--- src/hdl/rcwta_pkg.sv ---
`default_nettype none
package rcwta_pkg;

  localparam int MAX_ROWS_DEF  = 64;
  localparam int FRAC_BITS_DEF = 16;
  localparam int LOG2_MAX      = 10;
  localparam int CFG_IDX_W     = 2;

  localparam logic [CFG_IDX_W-1:0] CFG_TEX_WIDTH_LOG2  = 2'd0;
  localparam logic [CFG_IDX_W-1:0] CFG_TEX_HEIGHT_LOG2 = 2'd1;
  localparam logic [CFG_IDX_W-1:0] CFG_SCREEN_HEIGHT   = 2'd2;
  localparam logic [CFG_IDX_W-1:0] CFG_RESERVED        = 2'd3;

  localparam logic [3:0]  TEX_LOG2_RST   = 4'd6;
  localparam logic [11:0] SCREEN_H_RST   = 12'd480;

  typedef enum logic [1:0] {
    FACE_SOUTH,
    FACE_NORTH,
    FACE_EAST,
    FACE_WEST
  } face_e;

  typedef enum logic [2:0] {
    ST_IDLE,
    ST_HIT,
    ST_DIV,
    ST_POS,
    ST_EMIT
  } state_e;

  function automatic logic [3:0] clamp_log2(input logic [3:0] v);
    clamp_log2 = (v > 4'(LOG2_MAX)) ? 4'(LOG2_MAX) : v;
  endfunction

endpackage
`default_nettype wire

--- src/hdl/raycast_wall_texel_addresser_core.sv ---
// channel   direction  beat content
// in        sink       one wall slice: side, ray, distance, position, height, span
// out       source     one texel address per screen row, up to MaxRows, last on final row
// cfg       sink       register index and write data
//
// an item is latched, then goes through the hit multiply, the bit-serial step
// division and the start multiply, then emits one row per cycle while out is
// ready; one shared multiplier serves both multiplies
// in is ready only while idle; an empty span returns to idle at once
// a stalled out beat holds; reset returns to idle with default registers
`default_nettype none
module raycast_wall_texel_addresser_core #(
  parameter int MaxRows  = rcwta_pkg::MAX_ROWS_DEF,
  parameter int FracBits = rcwta_pkg::FRAC_BITS_DEF
) (
  input  wire logic                             clk_i,
  input  wire logic                             rst_ni,
  input  wire logic                             in_valid_i,
  output logic                                  in_ready_o,
  input  wire logic                             hit_side_i,
  input  wire logic signed [15:0]               dir_x_i,
  input  wire logic signed [15:0]               dir_y_i,
  input  wire logic [25:0]                      perp_dist_i,
  input  wire logic [25:0]                      pos_x_i,
  input  wire logic [25:0]                      pos_y_i,
  input  wire logic [15:0]                      line_height_i,
  input  wire logic [11:0]                      row_start_i,
  input  wire logic [11:0]                      row_end_i,
  input  wire logic [11:0]                      column_i,
  output logic                                  out_valid_o,
  input  wire logic                             out_ready_i,
  output logic [11:0]                           out_column_o,
  output logic [11:0]                           out_row_o,
  output logic [1:0]                            face_o,
  output logic [9:0]                            tex_x_o,
  output logic [9:0]                            tex_y_o,
  output logic [19:0]                           texel_index_o,
  output logic                                  last_o,
  input  wire logic                             cfg_valid_i,
  output logic                                  cfg_ready_o,
  input  wire logic [rcwta_pkg::CFG_IDX_W-1:0]  cfg_index_i,
  input  wire logic [11:0]                      cfg_data_i
);
  import rcwta_pkg::*;

  localparam int NumW  = FracBits + LOG2_MAX + 1;
  localparam int CntW  = $clog2(NumW);
  localparam int MulAW = (NumW + 1 > 27) ? NumW + 1 : 27;
  localparam int ProdW = MulAW + 17;
  localparam int KW    = $clog2(MaxRows + 1);

  state_e state_q, state_d;

  logic [3:0]  wl_cfg_q, hl_cfg_q;
  logic [11:0] sh_q;

  logic               side_q;
  logic signed [15:0] dx_q, dy_q;
  logic [25:0]        perp_q, px_q, py_q;
  logic [15:0]        lineh_q;
  logic [11:0]        row_q, col_q;
  logic [1:0]         face_q;
  logic [9:0]         tx_q;
  logic [16:0]        offset_q;
  logic [KW-1:0]      n_q, k_q;
  logic [CntW-1:0]    cnt_q;
  logic [15:0]        rem_q;
  logic [NumW-1:0]    quot_q;
  logic signed [ProdW-1:0] tpos_q;

  logic [3:0]  wl, hl;
  logic [9:0]  mask_w, mask_h;
  logic        in_beat, out_beat, empty_span;
  logic [11:0] span;
  logic [KW-1:0] n_new;
  logic        last_row;

  logic signed [MulAW-1:0] mul_a;
  logic signed [16:0]      mul_b;
  logic signed [ProdW-1:0] prod;

  logic [29:0]          hit30;
  logic [FracBits-1:0]  frac;
  logic [FracBits+9:0]  tx_wide;
  logic [9:0]           tx_raw, tx_new;
  logic                 mirror;

  logic [16:0] trial;
  logic        num_bit, qbit;
  logic [15:0] rem_new;

  logic [9:0] ty;

  assign wl     = clamp_log2(wl_cfg_q);
  assign hl     = clamp_log2(hl_cfg_q);
  assign mask_w = 10'((11'd1 << wl) - 11'd1);
  assign mask_h = 10'((11'd1 << hl) - 11'd1);

  assign in_beat    = in_valid_i && in_ready_o;
  assign out_beat   = out_valid_o && out_ready_i;
  assign empty_span = (line_height_i == 16'd0) || (row_start_i >= row_end_i);
  assign span       = row_end_i - row_start_i;
  assign n_new      = (span > 12'(MaxRows)) ? KW'(MaxRows) : KW'(span);
  assign last_row   = (k_q == n_q - KW'(1));

  // shared multiplier
  always_comb begin
    if (state_q == ST_HIT) begin
      mul_a = MulAW'({1'b0, perp_q});
      mul_b = side_q ? {dx_q[15], dx_q} : {dy_q[15], dy_q};
    end else begin
      mul_a = MulAW'({1'b0, quot_q});
      mul_b = offset_q;
    end
  end
  assign prod = mul_a * mul_b;

  // texture column
  assign hit30   = 30'({side_q ? px_q : py_q, 14'd0}) + prod[29:0];
  assign frac    = hit30[29 -: FracBits];
  assign tx_wide = ({10'd0, frac} << wl) >> FracBits;
  assign tx_raw  = tx_wide[9:0];
  assign mirror  = (!side_q && !dx_q[15] && (dx_q != 16'sd0)) || (side_q && dy_q[15]);
  assign tx_new  = (mirror ? ~tx_raw : tx_raw) & mask_w;

  // restoring division step
  assign num_bit = (int'(cnt_q) == int'(hl) + FracBits);
  assign trial   = {rem_q, num_bit};
  assign qbit    = (trial >= {1'b0, lineh_q});
  assign rem_new = qbit ? 16'(trial - {1'b0, lineh_q}) : trial[15:0];

  // texture row, truncated toward zero
  assign ty = (tpos_q[FracBits+9:FracBits]
              + {9'd0, tpos_q[ProdW-1] && (tpos_q[FracBits-1:0] != '0)}) & mask_h;

  always_comb begin
    state_d = state_q;
    case (state_q)
      ST_IDLE: begin
        if (in_beat && !empty_span) state_d = ST_HIT;
      end
      ST_HIT:  state_d = ST_DIV;
      ST_DIV: begin
        if (cnt_q == '0) state_d = ST_POS;
      end
      ST_POS:  state_d = ST_EMIT;
      ST_EMIT: begin
        if (out_beat && last_row) state_d = ST_IDLE;
      end
      default: state_d = ST_IDLE;
    endcase
  end

  always_comb begin
    in_ready_o  = 1'b0;
    out_valid_o = 1'b0;
    case (state_q)
      ST_IDLE: in_ready_o  = 1'b1;
      ST_EMIT: out_valid_o = 1'b1;
      default: begin
        in_ready_o  = 1'b0;
        out_valid_o = 1'b0;
      end
    endcase
  end

  assign cfg_ready_o   = 1'b1;
  assign out_column_o  = col_q;
  assign out_row_o     = row_q;
  assign face_o        = face_q;
  assign tex_x_o       = tx_q;
  assign tex_y_o       = ty;
  assign texel_index_o = 20'({10'd0, ty} << wl) | {10'd0, tx_q};
  assign last_o        = last_row;

  always_ff @(posedge clk_i or negedge rst_ni) begin
    if (!rst_ni) begin
      state_q  <= ST_IDLE;
      wl_cfg_q <= TEX_LOG2_RST;
      hl_cfg_q <= TEX_LOG2_RST;
      sh_q     <= SCREEN_H_RST;
      k_q      <= '0;
      cnt_q    <= '0;
    end else begin
      state_q <= state_d;
      if (cfg_valid_i && cfg_ready_o) begin
        case (cfg_index_i)
          CFG_TEX_WIDTH_LOG2:  wl_cfg_q <= cfg_data_i[3:0];
          CFG_TEX_HEIGHT_LOG2: hl_cfg_q <= cfg_data_i[3:0];
          CFG_SCREEN_HEIGHT:   sh_q     <= cfg_data_i;
          default: ;
        endcase
      end
      case (state_q)
        ST_HIT:  cnt_q <= CntW'(NumW - 1);
        ST_DIV:  cnt_q <= cnt_q - CntW'(1);
        ST_POS:  k_q   <= '0;
        ST_EMIT: begin
          if (out_beat) k_q <= k_q + KW'(1);
        end
        default: ;
      endcase
    end
  end

  always_ff @(posedge clk_i) begin
    case (state_q)
      ST_IDLE: begin
        if (in_beat) begin
          side_q   <= hit_side_i;
          dx_q     <= dir_x_i;
          dy_q     <= dir_y_i;
          perp_q   <= perp_dist_i;
          px_q     <= pos_x_i;
          py_q     <= pos_y_i;
          lineh_q  <= line_height_i;
          row_q    <= row_start_i;
          col_q    <= column_i;
          n_q      <= n_new;
          face_q   <= hit_side_i ? (dir_y_i[15] ? FACE_NORTH : FACE_SOUTH)
                                 : (dir_x_i[15] ? FACE_EAST : FACE_WEST);
          offset_q <= {5'd0, row_start_i} - {6'd0, sh_q[11:1]}
                    + {2'd0, line_height_i[15:1]};
        end
      end
      ST_HIT: begin
        tx_q   <= tx_new;
        rem_q  <= '0;
        quot_q <= '0;
      end
      ST_DIV: begin
        rem_q  <= rem_new;
        quot_q <= {quot_q[NumW-2:0], qbit};
      end
      ST_POS: tpos_q <= prod;
      ST_EMIT: begin
        if (out_beat) begin
          tpos_q <= tpos_q + ProdW'(quot_q);
          row_q  <= row_q + 12'd1;
        end
      end
      default: ;
    endcase
  end

  a_ready_excl: assert property (@(posedge clk_i) disable iff (!rst_ni)
    !(in_ready_o && out_valid_o))
    else $error("in ready while out valid");

  a_last_ends: assert property (@(posedge clk_i) disable iff (!rst_ni)
    (out_beat && last_o) |=> (!out_valid_o && in_ready_o))
    else $error("rows continue after last");

  a_row_count: assert property (@(posedge clk_i) disable iff (!rst_ni)
    out_valid_o |-> (k_q < n_q))
    else $error("row count beyond span");

  a_div_flow: assert property (@(posedge clk_i) disable iff (!rst_ni)
    (state_q == ST_DIV) |=> (state_q == ST_DIV || state_q == ST_POS))
    else $error("division left early");

  a_row_step: assert property (@(posedge clk_i) disable iff (!rst_ni)
    (out_beat && !last_o) |=> (out_valid_o && out_row_o == 12'($past(out_row_o) + 12'd1)))
    else $error("row did not advance");

endmodule
`default_nettype wire
--- config.mk ---
export PLATFORM = sky130hd
export DESIGN_NAME = raycast_wall_texel_addresser_core
export DESIGN_NICKNAME = d
export VERILOG_FILES = /design/src/hdl/rcwta_pkg.sv /design/src/hdl/raycast_wall_texel_addresser_core.sv
export SDC_FILE = /design/constraint.sdc
export NUM_CORES = 2
export LEC_CHECK = 0
export BUFFER_PORTS_ARGS = -buffer_cell sky130_fd_sc_hd__buf_2
export CAP_MARGIN = 20
export CORE_UTILIZATION = 55
export DETAILED_ROUTE_END_ITERATION = 10
export GPL_TIMING_DRIVEN = 0
export PLACE_DENSITY = 0.82
export SLEW_MARGIN = 20
export SYNTH_ARGS = -nofsm -noshare
export SYNTH_HDL_FRONTEND = slang
export SYNTH_SLANG_ARGS = --single-unit
--- constraint.sdc ---
create_clock -name clk_i -period 12.9 [get_ports clk_i]
set_input_delay 0.645 -clock clk_i [delete_from_list [all_inputs] [get_ports clk_i]]
set_output_delay 0.645 -clock clk_i [all_outputs]
set_load 0.03 [all_outputs]
==> results.py <==
metrics = {
    "synthesis": {
        "netlist_top_cells_area": "sky130_fd_sc_hd__edfxtp_1, sky130_fd_sc_hd__fa_1, sky130_fd_sc_hd__ha_1",
        "synth.avg_cell_area_um2": 9.18,
        "ys_async_sr_fraction": 0.118,
        "syn_nets": 4376,
        "yosys.area.top_type_share": 0.234,
        "synth_top_flop_cell": "sky130_fd_sc_hd__edfxtp_1",
        "yosysTopAreaCell": "sky130_fd_sc_hd__edfxtp_1",
        "synthesis.area_mm2": 0.0327,
        "synth_sequential_area_ratio": 0.260,
        "synthesis.instances": 3561,
        "netlist-cell-type-count": 95,
        "edff_count_synth": 255,
        "synth_warnings": 0,
        "post_synthesis_sequential_element_count": 289,
    },
    "global_routing": {
        "antenna_found_initial": 1,
        "track_usage": 0.336,
        "grt_pass1_vias": 27500,
        "grt-ovfl-total": 0,
        "grt_first_pass_wirelength_um": 154000,
        "largest_net_degree_at_the_start_of_global_routing": 53,
    },
    "drt": {
        "routed_via_density": 5.95,
        "detail-route-antenna-nets": 0,
        "route.layer.met1.wl_um": 37100,
        "highest_layer": "met5",
        "dr_wl_met3_um": 12000,
        "post-route-drc-count": 0,
        "detailedRoute.firstIterationViolations": 2725,
        "vias": 27600,
        "routedWlPerCell_um": 21.4,
        "drt_first_pass_iters": 8,
        "met2_wirelength_um": 43000,
        "detail_route.wirelength_um": 99300,
    },
    "setup_path": {
        "critPathCaptureType": "flip-flop",
        "timing.critical_path.max_delay_family": "adder cells",
        "cp_data_required_time_ps": 13220,
        "cp.buffers_inverters": 8,
        "cp_max_fo": 19,
        "critical-path-slowest-cell": "sky130_fd_sc_hd__buf_1",
        "cp-start-kind": "flip-flop",
        "worst_endpoint_data_arrival_time_ps": 12720,
        "crit_type": "flip-flop to flip-flop",
        "cpPeakStageDelay_ps": 660,
    },
    "die": {
        "die_height_um": 246,
        "die-area_mm2": 0.0604,
        "fp-row-count": 89,
        "starting_density_of_the_core": 0.555,
        "die_w_um": 246,
        "coreArea_mm2": 0.0589,
        "io_pins": 252,
    },
    "clock_network": {
        "ctsHtreeMaxLevel": 2,
        "tritoncts_buffer_count": 36,
        "postCtsSetupRepairBufs": 0,
        "cts_hold_repair.buffers": 0,
        "clk_path_buf_depth": 3,
        "tritoncts": "built",
        "clkTransAtPathRegs_ps": 60,
        "skew_pair_late_insertion_delay_ps": 580,
        "clk_root_buffer_cell": "sky130_fd_sc_hd__clkbuf_16",
        "num_clock_sinks": 289,
    },
    "place": {
        "port-buffer-count": 230,
        "hpwl_reported_at_the_end_of_detailed_placement_um": 79600,
        "place.detailed.instances": 4567,
        "finalWeightedCongestion": 1.02,
    },
    "cells_and_area": {
        "fillers": 4832,
        "final_net_count": 4646,
        "layout.cells.most_common": "sky130_fd_sc_hd__inv_1",
        "layout_common_cells": "sky130_fd_sc_hd__inv_1, sky130_fd_sc_hd__nand2_1, sky130_fd_sc_hd__fa_1",
        "num_antenna_cells": 0,
        "drive_above_1_share": 0.100,
        "synthToLayoutAreaGrowth_pct": 10.9,
        "finish.cell_count_without_fillers": 4632,
    },
    "sta": {
        "post-route-period-util": 0.962,
        "max_slew_margin": 0.202,
        "timing_max_transition_violations_final": 0,
        "max_freq_ghz": 0.0806,
        "rsz0062_at_grt": "no",
        "setup_viol": 0,
        "fin_crit_ps": 12400,
        "finClkSkew_ps": 37.4,
        "worst_margin_pin_slew_ps": 1200,
        "hold_viol_final": 0,
    },
    "run_status": {
        "outcome": "complete, no violations",
    },
    "hold_path": {
        "type_of_the_most_critical_hold_path": "input port to async pin",
    },
    "run": {
        "max_cap_viol_count": 0,
    },
}
[synth_stat cells (48+ instances only)]
cell                       number
sky130_fd_sc_hd__mux2i_1       63
sky130_fd_sc_hd__xor2_1        61
sky130_fd_sc_hd__edfxtp_1     255
sky130_fd_sc_hd__nand2_1      491
sky130_fd_sc_hd__nor2_1       356
sky130_fd_sc_hd__a21o_1        56
sky130_fd_sc_hd__nor3_1        48
sky130_fd_sc_hd__clkbuf_1     106
sky130_fd_sc_hd__nand3_1       64
sky130_fd_sc_hd__xnor2_1       95
sky130_fd_sc_hd__fa_1         380
sky130_fd_sc_hd__o21ai_0      141
sky130_fd_sc_hd__inv_1        584
sky130_fd_sc_hd__ha_1         253
sky130_fd_sc_hd__a21oi_1      145
[sequential cells by signal (all words and copies together) (netlist names), 7 cells and up]
signal	count
dx_q	16
out_column_o	12
sh_q	11
tpos_q	45
rem_q	16
dy_q	16
lineh_q	16
px_q	16
tex_x_o	10
perp_q	26
offset_q	17
out_row_o	12
py_q	16
n_q	7
k_q	7
quot_q	27
[logic make-up after synthesis]
logic type / after synthesis / synth area share
and+or+nand+nor: 1148 / 0.153
buffers and inverters: 713 / 0.0825
adders and majority gates: 633 / 0.329
AOI/OAI and AO/OA: 523 / 0.101
DFF: 289 / 0.260
xor gates and xnor gates: 158 / 0.0428
muxes: 96 / 0.0311
other: 1 / 0.000115
[worst register-to-register path, delay by kind of cell (launching register included)]
family / cells / cell delay (ps)
adder cells (fa/ha/maj): 8 / 3770
AND/OR/NAND/NOR: 12 / 2760
buffers and inverters: 8 / 2160
AO/OA/AOI/OAI: 5 / 1550
XOR/XNOR: 3 / 920
multiplexers: 1 / 520
flip-flops: 1 / 480
[what timing repair did]
item / in CTS / in global routing
setup endpoints to repair: 0 / 9
gates resized for setup: 0 / 2
hold endpoints to repair: 0 / 0
[through the flow]
stage | area, um2 | util | setup TNS, ps | setup slack (ps) | hold WS (ps)
2_1_floorplan | 32700 | - | 0 | 3090 | 349
3_3_place_gp | 34800 | 0.591 | -652 | -178 | 487
3_5_place_dp | 34900 | 0.593 | 0 | 480 | 494
4_1_cts | 36200 | 0.615 | 0 | 430 | 159
5_1_grt | 36300 | 0.615 | 0 | 37.5 | 197
6_report | 36300 | 0.615 | 0 | 496 | 150
[layer usage]
metal / vias to the layer above / GRT usage
met2: 1597 / 0.505
met5: - / 0
met4: 2 / 0.210
met1: 13300 / 0.423
li1: 12200 / -
met3: 411 / 0.102
[path summary, 6_finish.rpt]
path                                   end  depth (start not counted)  slack, ps  startpoint
worst max-delay path            tex_x_o[7]                         37        500  state_q[1]
worst min-delay path              sh_q[10]                          1        150      rst_ni
worst max register to register  tex_x_o[7]                         37        500  state_q[1]
worst min register to register    cnt_q[4]                          1        500    cnt_q[4]
max in group asynchronous         cnt_q[4]                          1      12230      rst_ni
min in group clk_i                 dx_q[2]                          1        240  dir_x_i[2]
[layout make-up]
class	instances	area, um2	area share
plain buffers	125	493	0.0136
clock buffers	45	985	0.0272
clock inverters	21	310	0.00856
inverters	587	2200	0.0608
multi-input cells	2559	21600	0.594
flip-flops and latches	289	8520	0.235
well taps	773	967	0.0267
repair buffers	233	1230	0.0338
Power is left out: the tool's default activity adds up to more than one toggle a clock period on the data nets, which glitch-free logic cannot reach.
